==> src/sv/zero_padded_moving_average_defines.svh <==
// ----------------------------------------------------------------------------
// Moving average assertion macros
// Clocked assertion wrappers, empty when SYNTH is defined.
// ----------------------------------------------------------------------------
`ifndef ZERO_PADDED_MOVING_AVERAGE_DEFINES_SVH
`define ZERO_PADDED_MOVING_AVERAGE_DEFINES_SVH

`ifndef SYNTH
`define ZPMA_ASSERT(lbl, prop, msg) \
  lbl: assert property (@(posedge clk_i) disable iff (!rst_ni) prop) else $error(msg);
`define ZPMA_ASSERT_ALWAYS(lbl, prop, msg) \
  lbl: assert property (@(posedge clk_i) prop) else $error(msg);
`else
`define ZPMA_ASSERT(lbl, prop, msg)
`define ZPMA_ASSERT_ALWAYS(lbl, prop, msg)
`endif

`endif

==> src/sv/zpma_pkg.sv <==
// ----------------------------------------------------------------------------
// Moving average package
// Sizes, controller states and the history memory request bundle.
// ----------------------------------------------------------------------------
package zpma_pkg;

  localparam int MAX_WINDOW   = 64;
  localparam int SAMPLE_WIDTH = 16;
  localparam int PTR_W        = (MAX_WINDOW > 1) ? $clog2(MAX_WINDOW) : 1;
  localparam int WIN_W        = $clog2(MAX_WINDOW + 1);
  localparam int SUM_W        = SAMPLE_WIDTH + $clog2(MAX_WINDOW) + 1 - 1;
  localparam int CNT_W        = $clog2(SUM_W + 1);
  localparam int WIN_RESET    = 4;

  typedef enum logic [1:0] {
    ST_IDLE,
    ST_RD,
    ST_DIV,
    ST_HOLD
  } state_e;

  typedef struct packed {
    logic                           rd_en;
    logic [PTR_W-1:0]               rd_addr;
    logic                           wr_en;
    logic [PTR_W-1:0]               wr_addr;
    logic signed [SAMPLE_WIDTH-1:0] wr_data;
  } ring_req_t;

endpackage

==> src/sv/zpma_ring.sv <==
// ----------------------------------------------------------------------------
// Moving average history ring
// Single-port-write, registered-read sample memory.
// ----------------------------------------------------------------------------
module zpma_ring (
  input  logic                                      clk_i,
  input  zpma_pkg::ring_req_t                       req_i,
  output logic signed [zpma_pkg::SAMPLE_WIDTH-1:0]  rd_data_o
);

  logic signed [zpma_pkg::SAMPLE_WIDTH-1:0] mem [zpma_pkg::MAX_WINDOW];

  always_ff @(posedge clk_i) begin
    if (req_i.wr_en) begin
      mem[req_i.wr_addr] <= req_i.wr_data;
    end
  end

  always_ff @(posedge clk_i) begin
    if (req_i.rd_en) begin
      rd_data_o <= mem[req_i.rd_addr];
    end
  end

endmodule

==> src/sv/zpma_div.sv <==
// ----------------------------------------------------------------------------
// Moving average divider
// Signed sum by unsigned window, one quotient bit per cycle, truncating.
// ----------------------------------------------------------------------------
`include "zero_padded_moving_average_defines.svh"

module zpma_div (
  input  logic                                      clk_i,
  input  logic                                      rst_ni,
  input  logic                                      start_i,
  input  logic signed [zpma_pkg::SUM_W-1:0]         dividend_i,
  input  logic [zpma_pkg::WIN_W-1:0]                divisor_i,
  output logic                                      done_o,
  output logic signed [zpma_pkg::SAMPLE_WIDTH-1:0]  quotient_o
);

  localparam int SW = zpma_pkg::SUM_W;
  localparam int WW = zpma_pkg::WIN_W;

  logic            busy_q, busy_d;
  logic            done_q, done_d;
  logic [zpma_pkg::CNT_W-1:0] cnt_q, cnt_d;
  logic [SW-1:0]   quo_q, quo_d;
  logic [WW-1:0]   rem_q, rem_d;
  logic [WW-1:0]   div_q, div_d;
  logic            neg_q, neg_d;

  logic [WW:0]     trial;
  logic [WW:0]     diff;
  logic            ge;
  logic [SW-1:0]   mag;
  logic [SW-1:0]   q_full;

  always_comb begin
    trial = {rem_q, quo_q[SW-1]};
    ge    = trial >= {1'b0, div_q};
    diff  = trial - {1'b0, div_q};
    mag   = dividend_i[SW-1] ? (SW'(0) - SW'(dividend_i)) : SW'(dividend_i);

    busy_d = busy_q;
    done_d = 1'b0;
    cnt_d  = cnt_q;
    quo_d  = quo_q;
    rem_d  = rem_q;
    div_d  = div_q;
    neg_d  = neg_q;

    if (start_i) begin
      busy_d = 1'b1;
      cnt_d  = zpma_pkg::CNT_W'(SW);
      quo_d  = mag;
      rem_d  = '0;
      div_d  = divisor_i;
      neg_d  = dividend_i[SW-1];
    end else if (busy_q) begin
      quo_d = {quo_q[SW-2:0], ge};
      rem_d = ge ? diff[WW-1:0] : trial[WW-1:0];
      cnt_d = cnt_q - 1'b1;
      if (cnt_q == zpma_pkg::CNT_W'(1)) begin
        busy_d = 1'b0;
        done_d = 1'b1;
      end
    end

    q_full     = neg_q ? (SW'(0) - quo_q) : quo_q;
    quotient_o = q_full[zpma_pkg::SAMPLE_WIDTH-1:0];
    done_o     = done_q;
  end

  always_ff @(posedge clk_i or negedge rst_ni) begin
    if (!rst_ni) begin
      busy_q <= 1'b0;
      done_q <= 1'b0;
      cnt_q  <= '0;
    end else begin
      busy_q <= busy_d;
      done_q <= done_d;
      cnt_q  <= cnt_d;
    end
  end

  always_ff @(posedge clk_i) begin
    quo_q <= quo_d;
    rem_q <= rem_d;
    div_q <= div_d;
    neg_q <= neg_d;
  end

  `ZPMA_ASSERT(a_start_when_free, start_i |-> !busy_q, "divider restarted while busy")
  `ZPMA_ASSERT(a_done_ends_busy, done_o |-> !busy_q && $past(busy_q), "done without a run")

endmodule

==> src/sv/zero_padded_moving_average.sv <==
// ----------------------------------------------------------------------------
// Zero-padded moving average
// Boxcar mean of signed Q8.8 samples over a programmable window.
// ----------------------------------------------------------------------------
// Input channel: in_valid_i/in_stall_o with sample_i and start_req_i. A beat
// with start_req_i set opens a new vector; earlier samples count as zero.
// Output channel: out_valid_o/out_stall_i with average_o, one beat per input
// beat, the sum of the last window_length samples divided by window_length,
// truncated toward zero.
// Configuration: cfg_valid_i/cfg_ready_o with cfg_data_i writes the window
// length (0 acts as 1, above 64 acts as 64) and clears the history. Ready
// only while no beat is in flight and no input beat is offered.
// Path: the history memory read, the sum update, the bit-serial divider
// and the output register, in that order. One beat is in flight at a
// time, so a new beat is taken only once the previous result has been
// loaded into the output register.
// A result waiting on a stalled receiver does not block the next beat;
// that beat holds at the divider until the output register frees.
// Reset clears sum, count and pointer and sets the window to 4; the memory
// needs no clearing since an entry's read value is only used once written.
// ----------------------------------------------------------------------------
`include "zero_padded_moving_average_defines.svh"

module zero_padded_moving_average (
  input  logic                                      clk_i,
  input  logic                                      rst_ni,
  input  logic                                      in_valid_i,
  output logic                                      in_stall_o,
  input  logic signed [zpma_pkg::SAMPLE_WIDTH-1:0]  sample_i,
  input  logic                                      start_req_i,
  output logic                                      out_valid_o,
  input  logic                                      out_stall_i,
  output logic signed [zpma_pkg::SAMPLE_WIDTH-1:0]  average_o,
  input  logic                                      cfg_valid_i,
  output logic                                      cfg_ready_o,
  input  logic [zpma_pkg::WIN_W-1:0]                cfg_data_i
);

  localparam int SW = zpma_pkg::SUM_W;
  localparam int WW = zpma_pkg::WIN_W;
  localparam int PW = zpma_pkg::PTR_W;
  localparam int DW = zpma_pkg::SAMPLE_WIDTH;

  zpma_pkg::state_e state_q, state_d;

  logic [WW-1:0]        window_q, window_d;
  logic signed [SW-1:0] sum_q, sum_d;
  logic [PW-1:0]        ptr_q, ptr_d;
  logic [WW-1:0]        seen_q, seen_d;
  logic                 out_valid_q, out_valid_d;
  logic signed [DW-1:0] average_q, average_d;
  logic signed [DW-1:0] sample_q, sample_d;
  logic                 sub_q, sub_d;

  logic [WW-1:0]        win_eff;
  logic                 in_acc;
  logic                 cfg_acc;
  logic                 out_free;
  logic                 load_out;
  logic signed [SW-1:0] base_sum;
  logic [PW-1:0]        base_ptr;
  logic [WW-1:0]        base_seen;
  logic [WW-1:0]        oldest_ext;
  logic signed [SW-1:0] old_ext;
  logic signed [SW-1:0] new_ext;

  zpma_pkg::ring_req_t        ring_req;
  logic signed [DW-1:0]       ring_rdata;
  logic                       div_start;
  logic                       div_done;
  logic signed [DW-1:0]       div_quot;

  zpma_ring u_ring (
    .clk_i     (clk_i),
    .req_i     (ring_req),
    .rd_data_o (ring_rdata)
  );

  zpma_div u_div (
    .clk_i      (clk_i),
    .rst_ni     (rst_ni),
    .start_i    (div_start),
    .dividend_i (sum_d),
    .divisor_i  (win_eff),
    .done_o     (div_done),
    .quotient_o (div_quot)
  );

  always_comb begin
    if (window_q == '0) begin
      win_eff = WW'(1);
    end else if (window_q > WW'(zpma_pkg::MAX_WINDOW)) begin
      win_eff = WW'(zpma_pkg::MAX_WINDOW);
    end else begin
      win_eff = window_q;
    end

    in_stall_o  = (state_q != zpma_pkg::ST_IDLE);
    cfg_ready_o = (state_q == zpma_pkg::ST_IDLE) && !in_valid_i;
    in_acc      = in_valid_i && !in_stall_o;
    cfg_acc     = cfg_valid_i && cfg_ready_o;
    out_free    = !out_valid_q || !out_stall_i;

    base_sum   = start_req_i ? '0 : sum_q;
    base_ptr   = start_req_i ? '0 : ptr_q;
    base_seen  = start_req_i ? '0 : seen_q;
    oldest_ext = WW'(base_ptr) - win_eff;

    old_ext = {{(SW-DW){ring_rdata[DW-1]}}, ring_rdata};
    new_ext = {{(SW-DW){sample_q[DW-1]}}, sample_q};

    state_d     = state_q;
    window_d    = window_q;
    sum_d       = sum_q;
    ptr_d       = ptr_q;
    seen_d      = seen_q;
    sample_d    = sample_q;
    sub_d       = sub_q;
    div_start   = 1'b0;
    load_out    = 1'b0;

    ring_req.rd_en   = 1'b0;
    ring_req.rd_addr = oldest_ext[PW-1:0];
    ring_req.wr_en   = 1'b0;
    ring_req.wr_addr = ptr_q;
    ring_req.wr_data = sample_q;

    case (state_q)
      zpma_pkg::ST_IDLE: begin
        if (cfg_acc) begin
          window_d = cfg_data_i;
          sum_d    = '0;
          ptr_d    = '0;
          seen_d   = '0;
        end else if (in_acc) begin
          sample_d       = sample_i;
          sub_d          = (base_seen >= win_eff);
          sum_d          = base_sum;
          ptr_d          = base_ptr;
          seen_d         = (base_seen >= win_eff) ? base_seen : base_seen + 1'b1;
          ring_req.rd_en = 1'b1;
          state_d        = zpma_pkg::ST_RD;
        end
      end
      zpma_pkg::ST_RD: begin
        sum_d          = sum_q - (sub_q ? old_ext : '0) + new_ext;
        ring_req.wr_en = 1'b1;
        ptr_d          = ptr_q + 1'b1;
        div_start      = 1'b1;
        state_d        = zpma_pkg::ST_DIV;
      end
      zpma_pkg::ST_DIV: begin
        if (div_done) begin
          if (out_free) begin
            load_out = 1'b1;
            state_d  = zpma_pkg::ST_IDLE;
          end else begin
            state_d = zpma_pkg::ST_HOLD;
          end
        end
      end
      zpma_pkg::ST_HOLD: begin
        if (out_free) begin
          load_out = 1'b1;
          state_d  = zpma_pkg::ST_IDLE;
        end
      end
      default: begin
        state_d = zpma_pkg::ST_IDLE;
      end
    endcase

    out_valid_d = out_valid_q;
    average_d   = average_q;
    if (load_out) begin
      out_valid_d = 1'b1;
      average_d   = div_quot;
    end else if (out_valid_q && !out_stall_i) begin
      out_valid_d = 1'b0;
    end

    out_valid_o = out_valid_q;
    average_o   = average_q;
  end

  always_ff @(posedge clk_i or negedge rst_ni) begin
    if (!rst_ni) begin
      state_q     <= zpma_pkg::ST_IDLE;
      window_q    <= WW'(zpma_pkg::WIN_RESET);
      sum_q       <= '0;
      ptr_q       <= '0;
      seen_q      <= '0;
      out_valid_q <= 1'b0;
    end else begin
      state_q     <= state_d;
      window_q    <= window_d;
      sum_q       <= sum_d;
      ptr_q       <= ptr_d;
      seen_q      <= seen_d;
      out_valid_q <= out_valid_d;
    end
  end

  always_ff @(posedge clk_i) begin
    average_q <= average_d;
    sample_q  <= sample_d;
    sub_q     <= sub_d;
  end

  `ZPMA_ASSERT(a_done_in_div, div_done |-> (state_q == zpma_pkg::ST_DIV), "stray divider done")
  `ZPMA_ASSERT(a_seen_bounded, seen_q <= win_eff, "sample count above window")
  `ZPMA_ASSERT(a_out_from_div, $rose(out_valid_o) |-> $past(state_q == zpma_pkg::ST_DIV ||
               state_q == zpma_pkg::ST_HOLD), "result without division")
  `ZPMA_ASSERT_ALWAYS(a_cfg_idle, cfg_ready_o |-> !in_stall_o, "config taken while busy")

endmodule
==> config.mk <==
export PLATFORM = sky130hd
export DESIGN_NAME = zero_padded_moving_average
export DESIGN_NICKNAME = d
export VERILOG_FILES = /design/src/sv/zpma_pkg.sv /design/src/sv/zpma_ring.sv /design/src/sv/zpma_div.sv /design/src/sv/zero_padded_moving_average.sv
export VERILOG_INCLUDE_DIRS = /design/src /design/src/sv
export SDC_FILE = /design/constraint.sdc
export NUM_CORES = 1
export LEC_CHECK = 0
export BUFFER_PORTS_ARGS = -buffer_cell sky130_fd_sc_hd__clkbuf_2
export CORE_MARGIN = 1.5
export CORE_UTILIZATION = 60
export CTS_BUF_LIST = sky130_fd_sc_hd__clkbuf_2
export DETAILED_ROUTE_END_ITERATION = 7
export GPL_TIMING_DRIVEN = 1
export HOLD_SLACK_MARGIN = 0.02
export PLACE_DENSITY_LB_ADDON = 0.1
export RECOVER_POWER = 100
export SYNTH_ARGS = -nofsm -noshare
export SYNTH_HDL_FRONTEND = slang
export SYNTH_HIERARCHICAL = 1
export SYNTH_SLANG_ARGS = --single-unit
==> constraint.sdc <==
create_clock -name clk_i -period 5.46 [get_ports clk_i]
set_input_delay 0.273 -clock clk_i [delete_from_list [all_inputs] [get_ports clk_i]]
set_output_delay 0.273 -clock clk_i [all_outputs]
set_load 0.01 [all_outputs]
==> results.py, run 1 <==
metrics = {
    "outcome": {
        "status": "finished, violations left",
        "violations": "capacitance limit, slew limit",
    },
    "critical_path": {
        "arrival_ns": 6.28,
        "required_ns": 6.71,
        "critPathLaunchType": "register",
        "path_max_fanout": 30,
        "end_kind": "register",
        "crit_type": "register to register",
    },
    "cts": {
        "clkTransAtPathRegs_ns": 0.11,
        "cts_buffer_depth": 4,
        "numCtsBuffers": 301,
        "clk_latency_ns": 1.48,
        "clockRootBuffer": "clkbuf_2",
        "post_cts_resized": 0,
        "ctsHtreeMaxLevel": 5,
        "post_cts_buffers": 0,
        "hold_buffers": 82,
        "clock_sinks": 1162,
        "cts_tree": "built",
    },
    "floorplan": {
        "die_y_um": 287,
        "dieArea_um2": 82400,
        "die_w_um": 287,
        "core_um2": 80200,
        "initial_utilization_pct": 60.4,
        "ios": 48,
        "std_cell_rows": 104,
    },
    "synth": {
        "syn_avg_cell_area_um2": 18.0,
        "synth-seq-cells": 1162,
        "synth_edf_count": 1103,
        "synth.net_count": 2787,
        "synth_top_area_share_pct": 68.4,
        "yosys-top-cells-area": "edfxtp_1 (68%), mux4_2 (10%), dfrtp_1 (2.6%)",
        "synth_most_common_cell": "edfxtp_1",
        "synth_cell_type_count": 82,
        "ys_seq_area_share_pct": 71.4,
        "ys_warn_count": 6,
        "synth_top_cell_by_area": "edfxtp_1",
        "syn_inst": 2688,
        "synth_area_um2": 48400,
        "synth_ff_type": "edfxtp_1",
        "synthArstFlopShare_pct": 4.48,
        "synth_commonest_cells": "edfxtp_1 (1103), mux4_2 (220), nand2_1 (130)",
    },
    "sta": {
        "finalMaxSlewViolations": 1286,
        "finalCriticalPeriod_ns": 5.02,
        "final_hold_viol_count": 0,
        "slew_headroom_pct": -145,
        "hold_ws_ns": 0.165,
        "finalCritPeriodShare_pct": 92.0,
        "fin_setup_tns_ns": 0,
        "clock_skew_ns": 0.147,
        "fmax_mhz": 199,
        "finalSetupViolCount": 0,
        "tightest_slew_ns": 3.68,
        "rsz0062_at_grt": "no",
    },
    "global_route": {
        "grt_max_degree": 86,
        "overflow": 0,
        "antenna_found_initial": 6,
        "grt_pass1_wl_um": 173000,
        "grt_pass1_vias": 27972,
        "grt_usage_pct": 29.1,
    },
    "placed_design": {
        "place_area_um2": 50300,
        "port_buffers": 47,
        "place.detailed.hpwl_um": 71300,
        "place_congestion": 0.911,
    },
    "finish": {
        "drive_gt1_share_pct": 23.9,
        "finalNetCount": 3204,
        "fillCellCount": 5644,
        "finalInstanceArea_um2": 53100,
        "area_growth_pct": 9.57,
    },
    "routing": {
        "drt_iter0_drc": 2527,
        "routed_wl_um": 117000,
        "wire_per_inst_um": 26.8,
        "via_per_inst": 6.17,
        "firstDrtPassIters": 5,
        "final_antenna_net_count": 0,
        "drc": 0,
        "via_count": 26825,
    },
    "power": {
        "vdd_drop_max_uv": 212,
        "p_leak_uw": 0.0180,
        "cellPowerDensity_nw_per_um2": 306,
    },
    "flow_run": {
        "cap_violations": 29,
    },
    "hold_path": {
        "min_path_type": "input pin to register",
    },
}
[state kept, by name, indices dropped and copies added, names as in the netlist, 16 cells and up]
name and cells:
u_ring/mem 1024, sum_q 22, u_div/quo_q 22, average_o 16
sample_q 16, u_ring/rd_data_o 16
[report_power, final]
| part | internal [uW] | switching (uW) | total (uW) |
|---|---|---|---|
| Sequential | 9610 | 1.91 | 9610 |
| Combinational | 542 | 686 | 1230 |
| Clock | 2080 | 3320 | 5400 |
[critical path: stages, from the launching register on]
cell	delay (ns)
dfstp_1	0.57
nor3_1	0.07
a21oi_1	0.15
nor2_1	0.09
ha_1	0.23
fa_1	0.43
inv_1	0.08
a21o_1	0.11
a21oi_1	0.07
xnor2_1	0.98
buf_4	0.51
and2_1	0.61
a22oi_1	0.24
a311oi_1	0.43
clkbuf_1	0.29
[per-layer routing]
layer / part of all wire, % / GRT usage, % / vias up
li1: - / - / 11676
met1: 37 / 37.2 / 13677
met2: 50 / 47.9 / 1251
met3: 8.4 / 6.95 / 215
met4: 3.7 / 12.7 / 6
met5: 0.030 / 0 / -
[cells in the final DEF (no fill, tap or decap), types with 23 or more instances in the layout]
master / synthesis / final
nand3_1: 37 / 37
clkbuf_2: 2 / 444
edfxtp_1: 1103 / 1103
nor2b_1: 47 / 47
a21oi_1: 61 / 62
clkinv_1: 1 / 50
dlygate4sd3_1: 0 / 81
inv_1: 112 / 111
mux2_2: 33 / 33
o21ai_0: 58 / 59
ha_1: 47 / 47
nor2_1: 112 / 112
a22oi_1: 39 / 39
clkbuf_1: 53 / 100
xnor2_1: 37 / 36
mux4_2: 220 / 220
mux2i_1: 89 / 89
dfrtp_1: 51 / 51
nand2_1: 130 / 130
buf_4: 14 / 37
fa_1: 23 / 23
xor2_1: 27 / 26
[final timing paths]
path | endpoint | slack (ns) | from | depth (start not counted)
max | u_ring/rd_data_o[4]$_DFFE_PP_ | 0.44 | window_q[2]$_DFFE_PN1P_ | 14
min | out_valid_o$_DFFE_PN0P_ | 0.17 | out_stall_i | 5
max reg2reg | u_ring/rd_data_o[4]$_DFFE_PP_ | 0.44 | window_q[2]$_DFFE_PN1P_ | 14
min reg2reg | u_div/div_q[6]$_DFFE_PP_ | 0.50 | window_q[6]$_DFFE_PN0P_ | 0
max in group asynchronous | ptr_q[2]$_DFFE_PN0P_ | 2.02 | rst_ni | 6
min in group asynchronous | window_q[2]$_DFFE_PN1P_ | 0.58 | rst_ni | 5
[cell type report]
type | count | area [um2] | share of cell area, %
multi-input combinational | 1274 | 12600 | 23.7
inverter | 113 | 437 | 0.823
sequential | 1162 | 34600 | 65.1
clock buffer | 418 | 2090 | 3.94
clock inverter | 64 | 284 | 0.535
antenna | 1 | 2.50 | 0.00472
timing repair buffer | 253 | 1770 | 3.34
tap | 1060 | 1330 | 2.50
[cell families (layout without fill, tap and decap cells)]
group | after synthesis | in the layout | share of synthesized area (%)
buffers and inverters | 252 | 848 | 2.67
AO/OA/AOI/OAI | 321 | 321 | 4.62
multiplexers | 346 | 346 | 13.1
flip-flops | 1162 | 1162 | 71.4
other | 0 | 1 | 0
adder cells (fa/ha/maj) | 70 | 70 | 2.16
AND/OR/NAND/NOR | 473 | 473 | 4.97
XOR/XNOR | 64 | 64 | 1.16
[metrics by stage]
step / utilization (%) / cells / setup WS [ns] / power [uW]
floorplan: - / 2688 / 0.531 / 10600
global placement: 62.7 / 3780 / 0.656 / 11000
detailed placement: 62.7 / 3780 / 0.539 / 11000
CTS: 66.7 / 4344 / 0.560 / 16400
global route: 66.2 / 4345 / 0.105 / 16900
finish: 66.2 / 4345 / 0.435 / 16200
Note: power is estimated with default switching activity, not from simulation.
==> inputs of run 2 (changes only) <==
--- a/config.mk
+++ b/config.mk
@@ -11,7 +11,7 @@
 export CORE_UTILIZATION = 60
 export CTS_BUF_LIST = sky130_fd_sc_hd__clkbuf_2
 export DETAILED_ROUTE_END_ITERATION = 7
-export GPL_TIMING_DRIVEN = 1
+export GPL_TIMING_DRIVEN = 0
 export HOLD_SLACK_MARGIN = 0.02
 export PLACE_DENSITY_LB_ADDON = 0.1
 export RECOVER_POWER = 100
==> run 2 against run 1 <==
Cell count grew 2.7%. Clock power grew 3%. Critical endpoint is now u_div/quo_q[12]$_DFFE_PP_. Register-to-register slack lost 0.11 ns. Via count grew 3.7%. Non-clock buffer count grew 110. Highest routed layer is now met4. Count of clock-buffer cells in the layout grew 8. Combinational power grew 9%. Wire length grew 8.2%. The run still ends with capacitance limit, slew limit left. Largest power group unchanged. Worst hold slack gained 0.062 ns. Flip-flop and latch count is the same. Critical path depth grew 2.
==> results.py, run 2 (synthesized netlist as in run 1, its figures left out) <==
metrics = {
    "outcome": {
        "status": "finished, violations left",
        "violations": "capacitance limit, slew limit",
    },
    "sta": {
        "tightest_slew_ns": 2.84,
        "clock_skew_ns": 0.112,
        "finalCriticalPeriod_ns": 5.13,
        "finalCritPeriodShare_pct": 94.0,
        "fin_ws_ns": 0.326,
        "finalSetupViolCount": 0,
        "finalMaxSlewViolations": 521,
        "final_hold_viol_count": 0,
        "fmax_mhz": 195,
        "rsz0062_at_grt": "no",
        "slew_headroom_pct": -89.1,
        "hold_ws_ns": 0.227,
    },
    "finish": {
        "largest_reg_flops": 1024,
        "largest-register": "u_ring/mem",
        "finalNetCount": 3315,
        "most-common-layout-cells": "edfxtp_1 (1103), clkbuf_2 (457), mux4_2 (220)",
        "drive_gt1_share_pct": 24.5,
        "area_growth_pct": 11.1,
        "final_util_pct": 67.1,
        "largestRegisters": "u_ring/mem (1024), sum_q (22), u_div/quo_q (22)",
        "final_common_cell": "edfxtp_1",
        "finalInstanceArea_um2": 53800,
    },
    "critical_path": {
        "path_max_fanout": 12,
        "crit_type": "register to register",
        "critPathLaunchType": "register",
        "arrival_ns": 6.35,
        "end_kind": "register",
        "required_ns": 6.67,
    },
    "cts": {
        "numCtsBuffers": 302,
        "clkTransAtPathRegs_ns": 0.11,
        "cts_tree": "built",
        "clk_latency_ns": 1.48,
        "clockRootBuffer": "clkbuf_2",
        "ctsHtreeMaxLevel": 5,
        "cts_buffer_depth": 4,
        "clock_sinks": 1162,
    },
    "placed_design": {
        "place_congestion": 0.923,
        "post-place-ws_ns": -0.359,
        "place_area_um2": 51600,
        "place.detailed.hpwl_um": 85200,
        "port_buffers": 47,
    },
    "floorplan": {
        "dieArea_um2": 82400,
        "die_y_um": 287,
        "die_w_um": 287,
        "std_cell_rows": 104,
        "ios": 48,
        "initial_utilization_pct": 60.4,
        "core_um2": 80200,
    },
    "power": {
        "power_uw": 16500,
        "p_int_uw": 12400,
        "swShare_pct": 24.8,
        "power_frac_comb_pct": 8.1,
        "seq_power_share_pct": 58.1,
        "vdd_drop_max_uv": 203,
        "cellPowerDensity_nw_per_um2": 307,
        "p_leak_uw": 0.0184,
        "p_sw_uw": 4110,
        "clockPowerShare_pct": 33.8,
    },
    "flow_run": {
        "cap_violations": 34,
    },
    "routing": {
        "drt_iter0_drc": 2907,
        "via_count": 27823,
        "wire_per_inst_um": 28.2,
        "via_per_inst": 6.23,
        "final_antenna_net_count": 0,
        "drc": 0,
        "firstDrtPassIters": 8,
        "routed_wl_um": 126000,
    },
    "hold_path": {
        "min_path_type": "input pin to register",
    },
    "global_route": {
        "grt_pass1_vias": 28255,
        "grt_pass1_wl_um": 182000,
        "grt_max_degree": 52,
        "grt_usage_pct": 31.1,
        "overflow": 0,
        "antenna_found_initial": 3,
    },
}
run 2: cell types whose count changed in the layout (fill, tap and decap cells not counted), moves of 4 or more:
cell      before  now
clkbuf_2     444  457
clkbuf_4       0    4
buf_1          0    5
buf_4         37   13
buf_6          0   17
buf_16         0    5
clkbuf_1     100  158
mux2_1         0    6
mux2_2        33   27
buf_2          0   36
run 2: cell type report:
cell class              instances  area (um2)
clock inverters                64         355
clock buffers                 426        2130
diodes                          2        5.00
fillers                      5678       26300
repair buffers                224        1570
plain buffers                 139         871
inverters                     113         424
flip-flops and latches       1162       34600
multi-input cells            1274       12600
well taps                    1060        1330
run 2: per-layer routing:
layer  part of all wire (%)  global-route usage [%]  vias to the layer above  wire length (um)
li1                       -                       -                    11929                 -
met5                      0                       0                        -                 0
met4                    4.5                    14.5                        0              5740
met2                     49                    50.8                     1489             62300
met3                    9.1                    7.25                      234             11400
met1                     37                    40.1                    14171             46600
run 2: critical path, stage by stage (launching register included):
cell	delay (ns)
edfxtp_1	0.33
clkbuf_1	0.52
inv_1	0.14
fa_1	0.52
inv_1	0.04
ha_1	0.35
a21oi_1	0.16
o21ai_0	0.18
o31ai_1	0.61
o21ai_0	0.27
xnor2_1	0.19
a22o_1	0.18
clkbuf_1	0.32
clkbuf_1	0.44
o41ai_1	0.18
xor2_1	0.31
a21oi_1	0.13
run 2: power by group through the flow:
stage                     combinational, uW  clock [uW]  sequential, uW
after floorplan                         831           0            9810
after global placement                 1270           0            9810
after detailed placement               1280           0            9810
after CTS                              1330        5720            9610
after global routing                   1390        6160            9610
final                                  1340        5580            9610
run 2: final timing paths:
path,startpoint,endpoint,slack [ns],cells past startpoint
min,out_stall_i,out_valid_o$_DFFE_PN0P_,0.23,5
min reg2reg,u_div/rem_q[1]$_SDFFE_PP0P_,u_div/rem_q[2]$_SDFFE_PP0P_,0.51,2
min in group asynchronous,rst_ni,window_q[2]$_DFFE_PN1P_,0.50,4
max,sample_q[6]$_DFFE_PP_,u_div/quo_q[12]$_DFFE_PP_,0.33,16
max in group asynchronous,rst_ni,ptr_q[4]$_DFFE_PN0P_,2.23,5
max reg2reg,sample_q[6]$_DFFE_PP_,u_div/quo_q[12]$_DFFE_PP_,0.33,16
run 2: what timing repair did:
item | in CTS | in global routing
hold buffers | 84 | 0
hold endpoints to repair | 119 | 0
setup endpoints to repair | 7 | 13
resized for setup | 0 | 4
setup buffers | 7 | 14
run 2: through the flow:
| step | instances | setup TNS (ns) |
|---|---|---|
| 6_report | 4464 | 0 |
| 3_3_place_gp | 3795 | -29.60 |
| 5_1_grt | 4463 | 0 |
| 4_1_cts | 4446 | 0 |
| 3_5_place_dp | 3865 | -0.851 |
| 2_1_floorplan | 2688 | 0 |
